[config.mk]
export PLATFORM = sky130hd
export DESIGN_NAME = timer_expiry_queue
export DESIGN_NICKNAME = d
export VERILOG_FILES = /design/src/rtl/teq_pkg.sv /design/src/rtl/teq_ctrl.sv /design/src/rtl/teq_dp.sv /design/src/rtl/timer_expiry_queue.sv
export SDC_FILE = /design/constraint.sdc
export NUM_CORES = 2
export LEC_CHECK = 0
export ABC_CLOCK_PERIOD_IN_PS = 23200
export BUFFER_PORTS_ARGS = -buffer_cell sky130_fd_sc_hd__buf_2
export CAP_MARGIN = 20
export CORE_MARGIN = 5
export CORE_UTILIZATION = 45
export CTS_CLUSTER_DIAMETER = 50
export DETAILED_ROUTE_END_ITERATION = 12
export PLACE_DENSITY_LB_ADDON = 0.05
export SYNTH_ARGS = -nofsm -noshare
export SYNTH_HDL_FRONTEND = slang
export SYNTH_SLANG_ARGS = --single-unit
[constraint.sdc]
create_clock -name clk -period 23.2 [get_ports clk]
set_input_delay 3.48 -clock clk [delete_from_list [all_inputs] [get_ports clk]]
set_output_delay 3.48 -clock clk [all_outputs]
set_load 0.1 [all_outputs]
[src/rtl/teq_pkg.sv]
// Package: shared types and constants for the timer expiry queue.
`default_nettype none
package teq_pkg;
  localparam int SLOTS_DEF = 16;
  localparam logic [39:0] MAX_WAIT_RST = 40'd1000000;
  localparam logic [39:0] MIN_WAIT_RST = 40'd1;

  typedef enum logic [2:0] {
    OP_CREATE = 3'd0, OP_CANCEL = 3'd1, OP_POLL = 3'd2, OP_RESOLVE = 3'd3, OP_FLUSH = 3'd4
  } op_t;

  typedef enum logic [2:0] {
    K_CREATED = 3'd0, K_CANCELLED = 3'd1, K_EXPIRED = 3'd2, K_POLL_DONE = 3'd3,
    K_RESOLVED = 3'd4, K_FLUSHED = 3'd5
  } kind_t;

  typedef enum logic [1:0] { C_FREE = 2'd0, C_ARMED = 2'd1, C_PENDING = 2'd2 } cond_t;

  typedef enum logic [0:0] { CFG_MAX = 1'b0, CFG_MIN = 1'b1 } cfg_idx_t;

  typedef enum logic [3:0] {
    S_IDLE, S_SCAN, S_CREATE, S_CANCEL, S_RESOLVE, S_POLL_HEAD, S_POLL_CHK, S_POLL_POP,
    S_POLL_DONE, S_FLUSH, S_ENQ_RANK, S_ENQ_SHIFT, S_OUT
  } state_t;

  // controller -> datapath
  typedef struct packed {
    logic latch_in;      // capture input transaction
    logic clr_scan;      // restart slot walk
    logic step;          // advance slot walk
    logic scan_find;     // search matches in walk
    logic scan_count;    // count positions for enqueue
    logic do_create;
    logic do_cancel;
    logic do_pend;       // mark head pending
    logic do_free;       // free target slot
    logic do_enq;        // insert target at counted position
    logic do_flush;
    logic set_out;       // load output register
    kind_t out_kind;
    logic out_fail;
    logic out_last;
    logic out_clr;       // output taken
  } cmd_t;

  // datapath -> controller
  typedef struct packed {
    logic scan_end;
    logic found;
    logic hit;
    logic head_due;
    logic rearm;
    logic out_full;
  } stat_t;
endpackage
`default_nettype wire

[src/rtl/teq_ctrl.sv]
// Controller: sequences the slot walks for each operation.
`default_nettype none
module teq_ctrl
  import teq_pkg::*;
(
  input  wire logic  clk,
  input  wire logic  rst_n,
  input  wire logic  in_valid,
  output logic       in_ready,
  input  wire logic [2:0] in_op,
  input  wire logic  out_ready,
  input  stat_t      st,
  output cmd_t       cmd
);
  state_t state_r, state_nxt;
  op_t op_r;
  state_t ret_r, ret_nxt;

  always_ff @(posedge clk) begin
    if (!rst_n) begin
      state_r <= S_IDLE;
      op_r <= OP_CREATE;
      ret_r <= S_IDLE;
    end else begin
      state_r <= state_nxt;
      ret_r <= ret_nxt;
      if (in_valid && in_ready) op_r <= op_t'(in_op);
    end
  end

  assign in_ready = (state_r == S_IDLE) && !st.out_full;

  always_comb begin
    state_nxt = state_r;
    ret_nxt = ret_r;
    unique case (state_r)
      S_IDLE:
        if (in_valid && in_ready) begin
          if (in_op == OP_POLL) state_nxt = S_POLL_HEAD;
          else if (in_op == OP_FLUSH) state_nxt = S_FLUSH;
          else if (in_op <= OP_RESOLVE) state_nxt = S_SCAN;
        end
      S_SCAN:
        if (st.scan_end) begin
          unique case (op_r)
            OP_CREATE: state_nxt = (st.found || st.hit) ? S_ENQ_RANK : S_CREATE;
            OP_CANCEL: state_nxt = S_CANCEL;
            default:   state_nxt = ((st.found || st.hit) && st.rearm) ? S_ENQ_RANK
                                                                      : S_RESOLVE;
          endcase
        end
      S_ENQ_RANK: if (st.scan_end) state_nxt = S_ENQ_SHIFT;
      S_ENQ_SHIFT:
        state_nxt = (op_r == OP_CREATE) ? S_CREATE : S_RESOLVE;
      S_CREATE, S_CANCEL, S_RESOLVE, S_FLUSH, S_POLL_DONE: state_nxt = S_OUT;
      S_POLL_HEAD: if (st.scan_end) state_nxt = S_POLL_CHK;
      S_POLL_CHK: state_nxt = st.head_due ? S_POLL_POP : S_POLL_DONE;
      S_POLL_POP: state_nxt = S_OUT;
      S_OUT:
        if (!st.out_full) state_nxt = (op_r == OP_POLL && ret_r == S_POLL_HEAD) ?
                                      S_POLL_HEAD : S_IDLE;
      default: state_nxt = S_IDLE;
    endcase
    if (state_r == S_POLL_POP) ret_nxt = S_POLL_HEAD;
    else if (state_r == S_POLL_DONE || state_r == S_IDLE) ret_nxt = S_IDLE;
  end

  always_comb begin
    cmd = '0;
    cmd.out_kind = K_CREATED;
    cmd.out_clr = out_ready;
    unique case (state_r)
      S_IDLE: begin
        cmd.latch_in = in_valid && in_ready;
        cmd.clr_scan = 1'b1;
      end
      S_SCAN: begin
        cmd.step = 1'b1;
        cmd.scan_find = 1'b1;
        if (st.scan_end) cmd.clr_scan = 1'b1;
      end
      S_ENQ_RANK: begin
        cmd.step = 1'b1;
        cmd.scan_count = 1'b1;
      end
      S_ENQ_SHIFT: cmd.do_enq = 1'b1;
      S_CREATE: begin
        cmd.do_create = st.found;
        cmd.set_out = 1'b1;
        cmd.out_kind = K_CREATED;
        cmd.out_fail = !st.found;
        cmd.out_last = 1'b1;
      end
      S_CANCEL: begin
        cmd.do_cancel = st.found;
        cmd.set_out = 1'b1;
        cmd.out_kind = K_CANCELLED;
        cmd.out_fail = !st.found;
        cmd.out_last = 1'b1;
      end
      S_RESOLVE: begin
        cmd.do_free = st.found && !st.rearm;
        cmd.set_out = 1'b1;
        cmd.out_kind = K_RESOLVED;
        cmd.out_fail = !st.found;
        cmd.out_last = 1'b1;
      end
      S_FLUSH: begin
        cmd.do_flush = 1'b1;
        cmd.set_out = 1'b1;
        cmd.out_kind = K_FLUSHED;
        cmd.out_last = 1'b1;
      end
      S_POLL_HEAD: begin
        cmd.step = 1'b1;
        cmd.scan_find = 1'b1;
      end
      S_POLL_CHK: ;
      S_POLL_POP: begin
        cmd.do_pend = 1'b1;
        cmd.set_out = 1'b1;
        cmd.out_kind = K_EXPIRED;
      end
      S_POLL_DONE: begin
        cmd.set_out = 1'b1;
        cmd.out_kind = K_POLL_DONE;
        cmd.out_last = 1'b1;
      end
      S_OUT: if (!st.out_full) cmd.clr_scan = 1'b1;
      default: ;
    endcase
  end
endmodule
`default_nettype wire

[src/rtl/teq_dp.sv]
// Datapath: slot store, slot walk, rank update, wait clamp and output register.
`default_nettype none
module teq_dp
  import teq_pkg::*;
#(
  parameter int SLOTS = SLOTS_DEF
) (
  input  wire logic        clk,
  input  wire logic        rst_n,
  input  cmd_t             cmd,
  output stat_t            st,
  input  wire logic [2:0]  in_op,
  input  wire logic [62:0] in_now_us,
  input  wire logic [39:0] in_timeout_us,
  input  wire logic [31:0] in_payload,
  input  wire logic [30:0] in_target_id,
  input  wire logic        in_rearm,
  input  wire logic        cfg_valid,
  input  wire logic        cfg_index,
  input  wire logic [39:0] cfg_data,
  output logic             out_valid,
  output logic [2:0]       out_kind,
  output logic             out_status,
  output logic [30:0]      out_timer_id,
  output logic [31:0]      out_payload_out,
  output logic [39:0]      out_wait_us,
  output logic             out_last
);
  localparam int IW = $clog2(SLOTS);
  localparam int CW = $clog2(SLOTS + 1);

  logic [63:0] exp_r [SLOTS];
  logic [39:0] per_r [SLOTS];
  logic [31:0] pay_r [SLOTS];
  logic [30:0] id_r  [SLOTS];
  cond_t       cond_r [SLOTS];
  logic [IW-1:0] rank_r [SLOTS];

  logic [30:0] next_id_r;
  logic [62:0] lpt_r;
  logic [39:0] max_r, min_r;
  op_t op_r;
  logic [62:0] now_r;
  logic [39:0] tmo_r;
  logic [31:0] pin_r;
  logic [30:0] tid_r;
  logic rearm_r;

  logic [IW-1:0] idx_r;
  logic found_r;
  logic [IW-1:0] sel_r;
  logic [CW-1:0] pos_r;
  logic [63:0] enq_exp;

  logic [IW-1:0] idx;
  logic [30:0] nid;
  logic hit;
  logic [63:0] rem;
  logic [39:0] wait_v;

  assign idx = idx_r;
  assign st.scan_end = (idx_r == IW'(SLOTS - 1));
  assign st.found = found_r;
  assign st.hit = hit;
  assign st.rearm = rearm_r;
  assign st.head_due = found_r && (exp_r[sel_r] <= {1'b0, now_r});
  assign st.out_full = out_valid;
  assign enq_exp = (op_r == OP_CREATE) ? ({1'b0, now_r} + 64'(tmo_r))
                                        : ({1'b0, lpt_r} + 64'(per_r[sel_r]));
  assign nid = (next_id_r == 31'h7fffffff) ? 31'd1 : next_id_r + 31'd1;

  always_comb begin
    hit = 1'b0;
    unique case (op_r)
      OP_CREATE:  hit = !found_r && cond_r[idx] == C_FREE;
      OP_CANCEL:  hit = tid_r != '0 && cond_r[idx] == C_ARMED && id_r[idx] == tid_r &&
                        (!found_r || rank_r[idx] < rank_r[sel_r]);
      OP_RESOLVE: hit = !found_r && tid_r != '0 && cond_r[idx] == C_PENDING &&
                        id_r[idx] == tid_r;
      OP_POLL:    hit = cond_r[idx] == C_ARMED && rank_r[idx] == '0;
      default:    hit = 1'b0;
    endcase
  end

  always_comb begin
    rem = exp_r[sel_r] - {1'b0, now_r};
    if (!found_r) wait_v = max_r;
    else if (rem > 64'(max_r)) wait_v = max_r;
    else if (rem <= 64'(min_r)) wait_v = min_r;
    else wait_v = rem[39:0];
  end

  always_ff @(posedge clk) begin
    if (!rst_n) begin
      for (int j = 0; j < SLOTS; j++) begin
        cond_r[j] <= C_FREE;
        rank_r[j] <= '0;
      end
      next_id_r <= '0;
      lpt_r <= '0;
      max_r <= MAX_WAIT_RST;
      min_r <= MIN_WAIT_RST;
      out_valid <= 1'b0;
      idx_r <= '0;
      found_r <= 1'b0;
      pos_r <= '0;
    end else begin
      if (cfg_valid) begin
        unique case (cfg_idx_t'(cfg_index))
          CFG_MAX: max_r <= cfg_data;
          CFG_MIN: min_r <= cfg_data;
        endcase
      end
      if (cmd.latch_in) begin
        op_r <= op_t'(in_op);
        now_r <= in_now_us;
        tmo_r <= in_timeout_us;
        pin_r <= in_payload;
        tid_r <= in_target_id;
        rearm_r <= in_rearm;
        if (op_t'(in_op) == OP_POLL) lpt_r <= in_now_us;
      end
      if (cmd.clr_scan) begin
        idx_r <= '0;
        pos_r <= '0;
        if (!cmd.step) found_r <= 1'b0;
      end else if (cmd.step) begin
        idx_r <= st.scan_end ? '0 : idx_r + IW'(1);
      end
      if (cmd.scan_find && hit) begin
        found_r <= 1'b1;
        sel_r <= idx;
      end
      if (cmd.scan_count && cond_r[idx] == C_ARMED && exp_r[idx] <= enq_exp)
        pos_r <= pos_r + CW'(1);
      if (cmd.do_enq) begin
        for (int j = 0; j < SLOTS; j++)
          if (cond_r[j] == C_ARMED && CW'(rank_r[j]) >= pos_r)
            rank_r[j] <= rank_r[j] + IW'(1);
        rank_r[sel_r] <= pos_r[IW-1:0];
        cond_r[sel_r] <= C_ARMED;
        exp_r[sel_r] <= enq_exp;
      end
      if (cmd.do_create) begin
        next_id_r <= nid;
        per_r[sel_r] <= tmo_r;
        pay_r[sel_r] <= pin_r;
        id_r[sel_r] <= nid;
      end
      if (cmd.do_cancel || cmd.do_pend) begin
        for (int j = 0; j < SLOTS; j++)
          if (IW'(j) != sel_r && cond_r[j] == C_ARMED && rank_r[j] > rank_r[sel_r])
            rank_r[j] <= rank_r[j] - IW'(1);
        rank_r[sel_r] <= '0;
        cond_r[sel_r] <= cmd.do_pend ? C_PENDING : C_FREE;
      end
      if (cmd.do_free) cond_r[sel_r] <= C_FREE;
      if (cmd.do_flush)
        for (int j = 0; j < SLOTS; j++) begin
          cond_r[j] <= C_FREE;
          rank_r[j] <= '0;
        end
      if (cmd.set_out) out_valid <= 1'b1;
      else if (cmd.out_clr) out_valid <= 1'b0;
    end
  end

  always_ff @(posedge clk) begin
    if (cmd.set_out) begin
      out_kind <= cmd.out_kind;
      out_status <= cmd.out_fail;
      out_last <= cmd.out_last;
      out_wait_us <= (cmd.out_kind == K_POLL_DONE) ? wait_v : '0;
      out_payload_out <= (cmd.out_fail || cmd.out_kind == K_CREATED ||
                          cmd.out_kind == K_POLL_DONE || cmd.out_kind == K_FLUSHED)
                         ? '0 : pay_r[sel_r];
      unique case (cmd.out_kind)
        K_CREATED:   out_timer_id <= cmd.out_fail ? '0 : nid;
        K_EXPIRED:   out_timer_id <= id_r[sel_r];
        K_CANCELLED, K_RESOLVED: out_timer_id <= tid_r;
        default:     out_timer_id <= '0;
      endcase
    end
  end
endmodule
`default_nettype wire

[src/rtl/timer_expiry_queue.sv]
// Top level: sorted timer queue with create, cancel, poll, resolve and flush.
//
// Usage:
//   Input transactions (in_*) carry an op and its operands; each is taken when
//   in_valid and in_ready are high together. Results leave on out_* one
//   transaction at a time; out_last marks the final result of an input item.
//   Poll yields one expired result per due timer then a poll-done result.
//   Config writes (cfg_index 0 max wait, 1 min wait) are taken every cycle.
// Sequence (each walk visits the SLOTS entries one per cycle):
//   Create, cancel, resolve: one walk over the slots, then the result. A
//   successful create or a re-arm adds a ranking walk and an insert step
//   before the result.
//   Poll walks for the head once per result. Flush: no walk before its result.
//   The next input is taken after the final result is taken.
// Reset: rst_n synchronous, empties the queue and restores wait limits.
// Stall: one result register; while it is full no new item is taken and the
//   next walk waits until out_ready takes the result.
`default_nettype none
module timer_expiry_queue
  import teq_pkg::*;
#(
  parameter int SLOTS = SLOTS_DEF
) (
  input  wire logic        clk,
  input  wire logic        rst_n,
  input  wire logic        in_valid,
  output logic             in_ready,
  input  wire logic [2:0]  in_op,
  input  wire logic [62:0] in_now_us,
  input  wire logic [39:0] in_timeout_us,
  input  wire logic [31:0] in_payload,
  input  wire logic [30:0] in_target_id,
  input  wire logic        in_rearm,
  output logic             out_valid,
  input  wire logic        out_ready,
  output logic [2:0]       out_kind,
  output logic             out_status,
  output logic [30:0]      out_timer_id,
  output logic [31:0]      out_payload_out,
  output logic [39:0]      out_wait_us,
  output logic             out_last,
  input  wire logic        cfg_valid,
  output logic             cfg_ready,
  input  wire logic        cfg_index,
  input  wire logic [39:0] cfg_data
);
  cmd_t  cmd;
  stat_t st;

  assign cfg_ready = 1'b1;

  teq_ctrl u_ctrl (
    .clk, .rst_n, .in_valid, .in_ready, .in_op, .out_ready, .st, .cmd
  );

  teq_dp #(.SLOTS(SLOTS)) u_dp (
    .clk, .rst_n, .cmd, .st, .in_op, .in_now_us, .in_timeout_us, .in_payload,
    .in_target_id, .in_rearm, .cfg_valid, .cfg_index, .cfg_data,
    .out_valid, .out_kind, .out_status, .out_timer_id, .out_payload_out,
    .out_wait_us, .out_last
  );
endmodule
`default_nettype wire

# Word level (Yosys, flattened, before mapping)
# Memory sizes are Yosys's and may differ from the RTL's. A register that Yosys moved wholly into a read port is not among the register bits.
# Cells that the tools add are included.
[classes]
n_addsub = 38
order_cmp = 38
eq_ne = 68
muxes = 276
bitwise_logic = 69
reduce_logical = 102
[op_table]
columns = ["cell", "n"]
rows = [
  ["$mux 4", 74],
  ["$mux 1", 164],
  ["$add 63x40->64", 2],
  ["$mux 40", 3],
  ["$pmux 31 s3", 1],
  ["$ge 4x5->1", 16],
  ["$add 4x1->4 const B", 17],
  ["$or 1x1->1", 67],
  ["$logic_and 1x1->1", 65],
  ["$gt 4x4->1", 16],
  ["$gt 64x40->1", 1],
  ["$le 64x40->1", 1],
  ["$le 64x63->1", 1],
  ["$le 64x64->1", 1],
  ["$mux 64", 1],
  ["$sub 4x1->4 const B", 16],
  ["$sub 64x63->64", 1],
  ["$mux 31", 2],
  ["$mux 2", 20],
  ["$eq 2x1->1 const B", 17],
  ["$ne 4x4->1 const A", 8],
  ["$pmux 4 s8", 1],
  ["$add 31x1->31 const B", 1],
  ["$eq 31x31->1", 1],
  ["39 further kinds", 94],
]
[word_totals]
register_bits = 444
mem_bits_rw = 2768
inputBits = 216
out_inout_bits = 111
word_cells = 620
n_memories = 6
[memory_table]
columns = ["memory", "depth", "word_bits", "read_ports", "rd_ports_with_merged_regs", "write_ports", "line_no", "source"]
rows = [
  ["u_dp.exp_r", 16, 64, 2, 2, 1, "teq_dp.sv:32", "logic [63:0] exp_r [SLOTS];"],
  ["u_dp.per_r", 16, 40, 1, 1, 1, "teq_dp.sv:33", "logic [39:0] per_r [SLOTS];"],
  ["u_dp.pay_r", 16, 32, 1, 1, 1, "teq_dp.sv:34", "logic [31:0] pay_r [SLOTS];"],
  ["u_dp.id_r", 16, 31, 2, 2, 1, "teq_dp.sv:35", "logic [30:0] id_r [SLOTS];"],
  ["u_dp.rank_r", 16, 4, 18, 2, 17, "teq_dp.sv:37", "logic [IW-1:0] rank_r [SLOTS];"],
  ["u_dp.cond_r", 16, 2, 17, 1, 16, "teq_dp.sv:36", "cond_t cond_r [SLOTS];"],
]

# Depth between registers and ports, before layout
[depth]
depth_word = 11
depth_mapped = 37
mapped_depth_nobuf = 30

# By module
# A second synthesis with hierarchy kept.
[hier_totals]
cells_unflattened = 9048
hier_area_um2 = 154599.5
[by_module_without_submodules]
columns = ["mod", "instances", "cells_each", "area_per_inst_um2", "seq_area_each_um2"]
rows = [
  ["teq_dp", 1, 8920, 153683.6, 95451.5],
  ["teq_ctrl", 1, 126, 904.6, 160.2],
  ["timer_expiry_queue", 1, 2, 11.3, 0.0],
]

# Worst setup path before layout
# Ideal clock, no wire load.
[synth_path]
kind = "input to register"
start = "input rst_n"
end = "memory u_dp.id_r[11][0], enable pin"
setup_ps = 566
arrival_time_ps = 8707
required_time_ps = 22634
path_slack_ps = 13927
stages = 5
path_buffers = 3
cell_sequence = "clkbuf_1 clkbuf_1 nand2_1 clkbuf_1 nor2_1"
[synth_between]
elab_chain_cells = 2
[synth_lines]
columns = ["item", "line_no", "source"]
rows = [
  ["start: declaration", "timer_expiry_queue.sv:25", "input wire logic rst_n,"],
  ["$mux 1", "teq_dp.sv:94", "if (!rst_n) begin"],
  ["$mux 1 (not written as such)", "teq_dp.sv:148", "id_r[sel_r] <= nid;"],
  ["end: declaration", "teq_dp.sv:35", ""],
]
# No other way between the ends.

==> results.yml <==
clocking:
  cts_root_buffer: "clkbuf_16"
  hold_buffers: 0
  clockBufferDepth: 4
  cts_tree: "yes"
  htreeDepth: 5
  cts_buffers: 413
  post_cts_buffers: 0
  clk_latency_ps: 990
  cts_num_sinks: 3251
  post_cts_resized: 0
  clk_pin_slew_ps: 60
placed_design:
  place_congestion: 0.946
  place_area_um2: 162000
  hpwlAfterDp_um: 305000
  port_buffers: 325
worst_setup_path:
  end_kind: "register"
  cp_top_family: "compound AO/OA/AOI/OAI gates"
  crit_fanout: 41
  slowest_stage: "buf_4"
  cp_slowest_stage_delay_ps: 790
  crit_top_cell: "a21oi_1"
  crit_required_ps: 23840
  crit_arrival_ps: 11460
  start_kind: "register"
  path_buf_inv: 3
  worstSetupPathType: "reg2reg"
timing:
  setup_viol: 0
  final-max-slew-violation-count: 0
  slew_headroom_pct: 18.0
  rsz0062_at_grt: "no"
  finClkSkew_ps: 80.9
  fin_crit_ps: 10820
  finalCritPeriodShare_pct: 46.7
  final_hold_viol_count: 0
  tns_ps: 0
  tightestPinTransition_ps: 1230
  fmax_mhz: 92.4
finish:
  drive_gt1_share_pct: 26.9
  ff_latch_area_um2: 95600
  post-route-util_pct: 51.4
  fin_area_um2: 176000
  nFillCells: 27912
  multi_input_area_um2: 55800
  syn2layout_area_growth_pct: 14.1
  nets: 10191
detailed_routing:
  drc: 0
  vias: 90419
  wl_per_cell_um: 33.9
  avgViaCountPerCell: 6.27
  drt-initial-drc-count: 10067
  final_antenna_net_count: 0
  wirelength_um: 489000
  drt-pass1-iter-count: 5
synth:
  synth-seq-area-share_pct: 62.0
  syn_nets: 9717
  yosys.area.top_type_share_pct: 59.4
  synth.area.top_cells: "edfxtp_1, mux4_2, ha_1, dfxtp_1, nand2_1"
  ys_ff_latch: 3251
  syn_area_um2: 154000
  ys_warn_count: 0
  avgSynthCellArea_um2: 17.1
  synth_cells: 9033
  synth_cell_types: 93
  synth_top_cell_by_area: "edfxtp_1"
  synth_enable_flop_cells: 3050
  synthArstFlopShare_pct: 0
  synth_ff_type: "edfxtp_1"
floorplanning:
  io_pins: 327
  start_util_pct: 45.1
  core_um2: 342000
  fp.dieArea_um2: 354000
  die_height_um: 595
  core.rowCount: 215
  die_w_um: 595
power_and_ir_drop:
  internal_power_w: 0.0114
  ir_worst_vdd_uv: 79.5
  p_leak_nw: 57.5
  switching_power_w: 0.00464
  seq_power_share_pct: 44.0
  power_frac_comb_pct: 15.8
  swShare_pct: 29.0
  finalPower_w: 0.0160
  pwr-share-clk_pct: 40.2
  power_density_nw_per_um2: 90.9
global_route:
  grt_pass1_vias: 91698
  grt_max_degree: 102
  grt_use_total_pct: 27.1
  antenna_found_initial: 36
  grt_overflow: 0
  grt_first_pass_wirelength_um: 690000
flow_run:
  maxCapViolCount: 0
min_path:
  hp-class: "reg2reg"
  hp-start: "u_dp.lpt_r[17]$_SDFFE_PN0P_"
outcome:
  outcome: "complete, no violations"
==> cell usage after synthesis, types with 24 or more instances <==
cell and count:
a21o_1 173, o21a_1 46, nand4_1 103, a31oi_1 25, a211oi_1 60, inv_1 288, and3_1 41, clkbuf_1 346
xnor2_1 193, nand2_1 550, o21ai_0 182, nor4_1 31, a221o_1 28, or3_1 24, and2_1 31, buf_1 115
o21bai_1 25, a21oi_1 279, xor2_1 91, mux2i_1 116, nor2b_1 148, nand3_1 113, o211ai_1 24, edfxtp_1 3050
dfxtp_1 201, ha_1 454, a21boi_0 164, buf_2 39, o22ai_1 48, mux2_2 25, nand2b_1 76, mux4_2 1321
nor2_1 282, nor3_1 61, mux2_1 38
==> routing by layer <==
metal  track usage, %  vias up  part of all wire [%]
met2             43.3     3766                    47
met5                0        -                0.0027
met4             8.37        2                   3.4
met1             38.6    48130                    42
li1                 -    37782                     -
met3             4.10      739                   7.1
==> cell usage in the layout (no fill, tap or decap), types with 29 or more instances in the layout <==
cell / n
nand3_1: 110
xor2_1: 91
and3_1: 39
mux2i_1: 116
bufinv_16: 42
o21a_1: 46
nor2_4: 32
inv_1: 288
nor2b_1: 147
clkbuf_1: 59
edfxtp_1: 3050
nor4_1: 29
clkbuf_16: 417
o22ai_1: 48
clkinv_2: 49
xnor2_1: 193
a21o_1: 172
a21oi_1: 277
mux2_1: 38
a21boi_0: 164
inv_6: 35
clkinvlp_4: 30
and2_1: 30
a211oi_1: 60
nand4_1: 103
buf_2: 324
buf_4: 221
clkinv_1: 65
o21ai_0: 181
mux4_2: 1321
nand2_1: 548
nor2_1: 250
nor3_1: 60
dfxtp_1: 193
nand2b_1: 75
ha_1: 454
==> worst paths after layout <==
kind	endpoint	slack, ps	cells past startpoint
min	u_dp.lpt_r[17]$_SDFFE_PN0P_	470	2
min reg2reg	u_dp.lpt_r[17]$_SDFFE_PN0P_	470	2
max reg2reg	u_dp.out_wait_us[1]$_SDFFCE_PN0P_	12380	28
max	u_dp.out_wait_us[1]$_SDFFCE_PN0P_	12380	28
==> tightest hold or removal path, delay by kind of cell (launching register included) <==
family	cells	cell delay, ps
AO/OA/AOI/OAI	1	60
flip-flops	1	310
AND/OR/NAND/NOR	1	50
==> registers in the layout, summed over array words and instances, names as in the netlist, 32 cells and up, named ones only <==
| signal | flops |
|---|---|
| u_dp.cond_r | 32 |
| u_dp.exp_r | 1024 |
| u_dp.id_r | 496 |
| u_dp.lpt_r | 63 |
| u_dp.max_r | 40 |
| u_dp.min_r | 40 |
| u_dp.now_r | 63 |
| u_dp.out_payload_out | 32 |
| u_dp.out_wait_us | 40 |
| u_dp.pay_r | 512 |
| u_dp.per_r | 640 |
| u_dp.pin_r | 32 |
| u_dp.rank_r | 64 |
| u_dp.tmo_r | 40 |
==> area by class of cell <==
class	instances	share of cell area, %
inverter	289	0.617
tap	4557	3.24
timing repair buffer	566	2.10
multi-input combinational	4986	31.7
sequential	3251	54.4
clock inverter	278	1.77
clock buffer	483	6.11
antenna	17	0.0242
==> power by group through the flow <==
stage | combinational, W | sequential (W) | clock (W)
after floorplan | 0.00131 | 0.00742 | 0
after CTS | 0.00251 | 0.00703 | 0.00656
after global routing | 0.00269 | 0.00705 | 0.00681
after detailed placement | 0.00250 | 0.00715 | 0
after global placement | 0.00248 | 0.00714 | 0
final | 0.00253 | 0.00703 | 0.00643
==> cell families after synthesis <==
kind of cell | after synthesis | synth area share [%]
other | 1 | 0.00243
AO/OA/AOI/OAI | 1188 | 5.12
multiplexers | 1501 | 20.5
AND/OR/NAND/NOR | 1544 | 4.86
flip-flops | 3251 | 62.0
XOR/XNOR | 284 | 1.61
adder cells (fa/ha/maj) | 468 | 3.87
buffers and inverters | 796 | 2.00
==> stage by stage <==
step	hold slack, ps	std cells	setup slack (ps)
2_1_floorplan	443	9033	13930
3_3_place_gp	455	13619	12540
3_5_place_dp	463	13628	12430
4_1_cts	472	14389	12360
5_1_grt	488	14420	11740
6_report	469	14427	12380
Power figures use the tool's default switching activity.
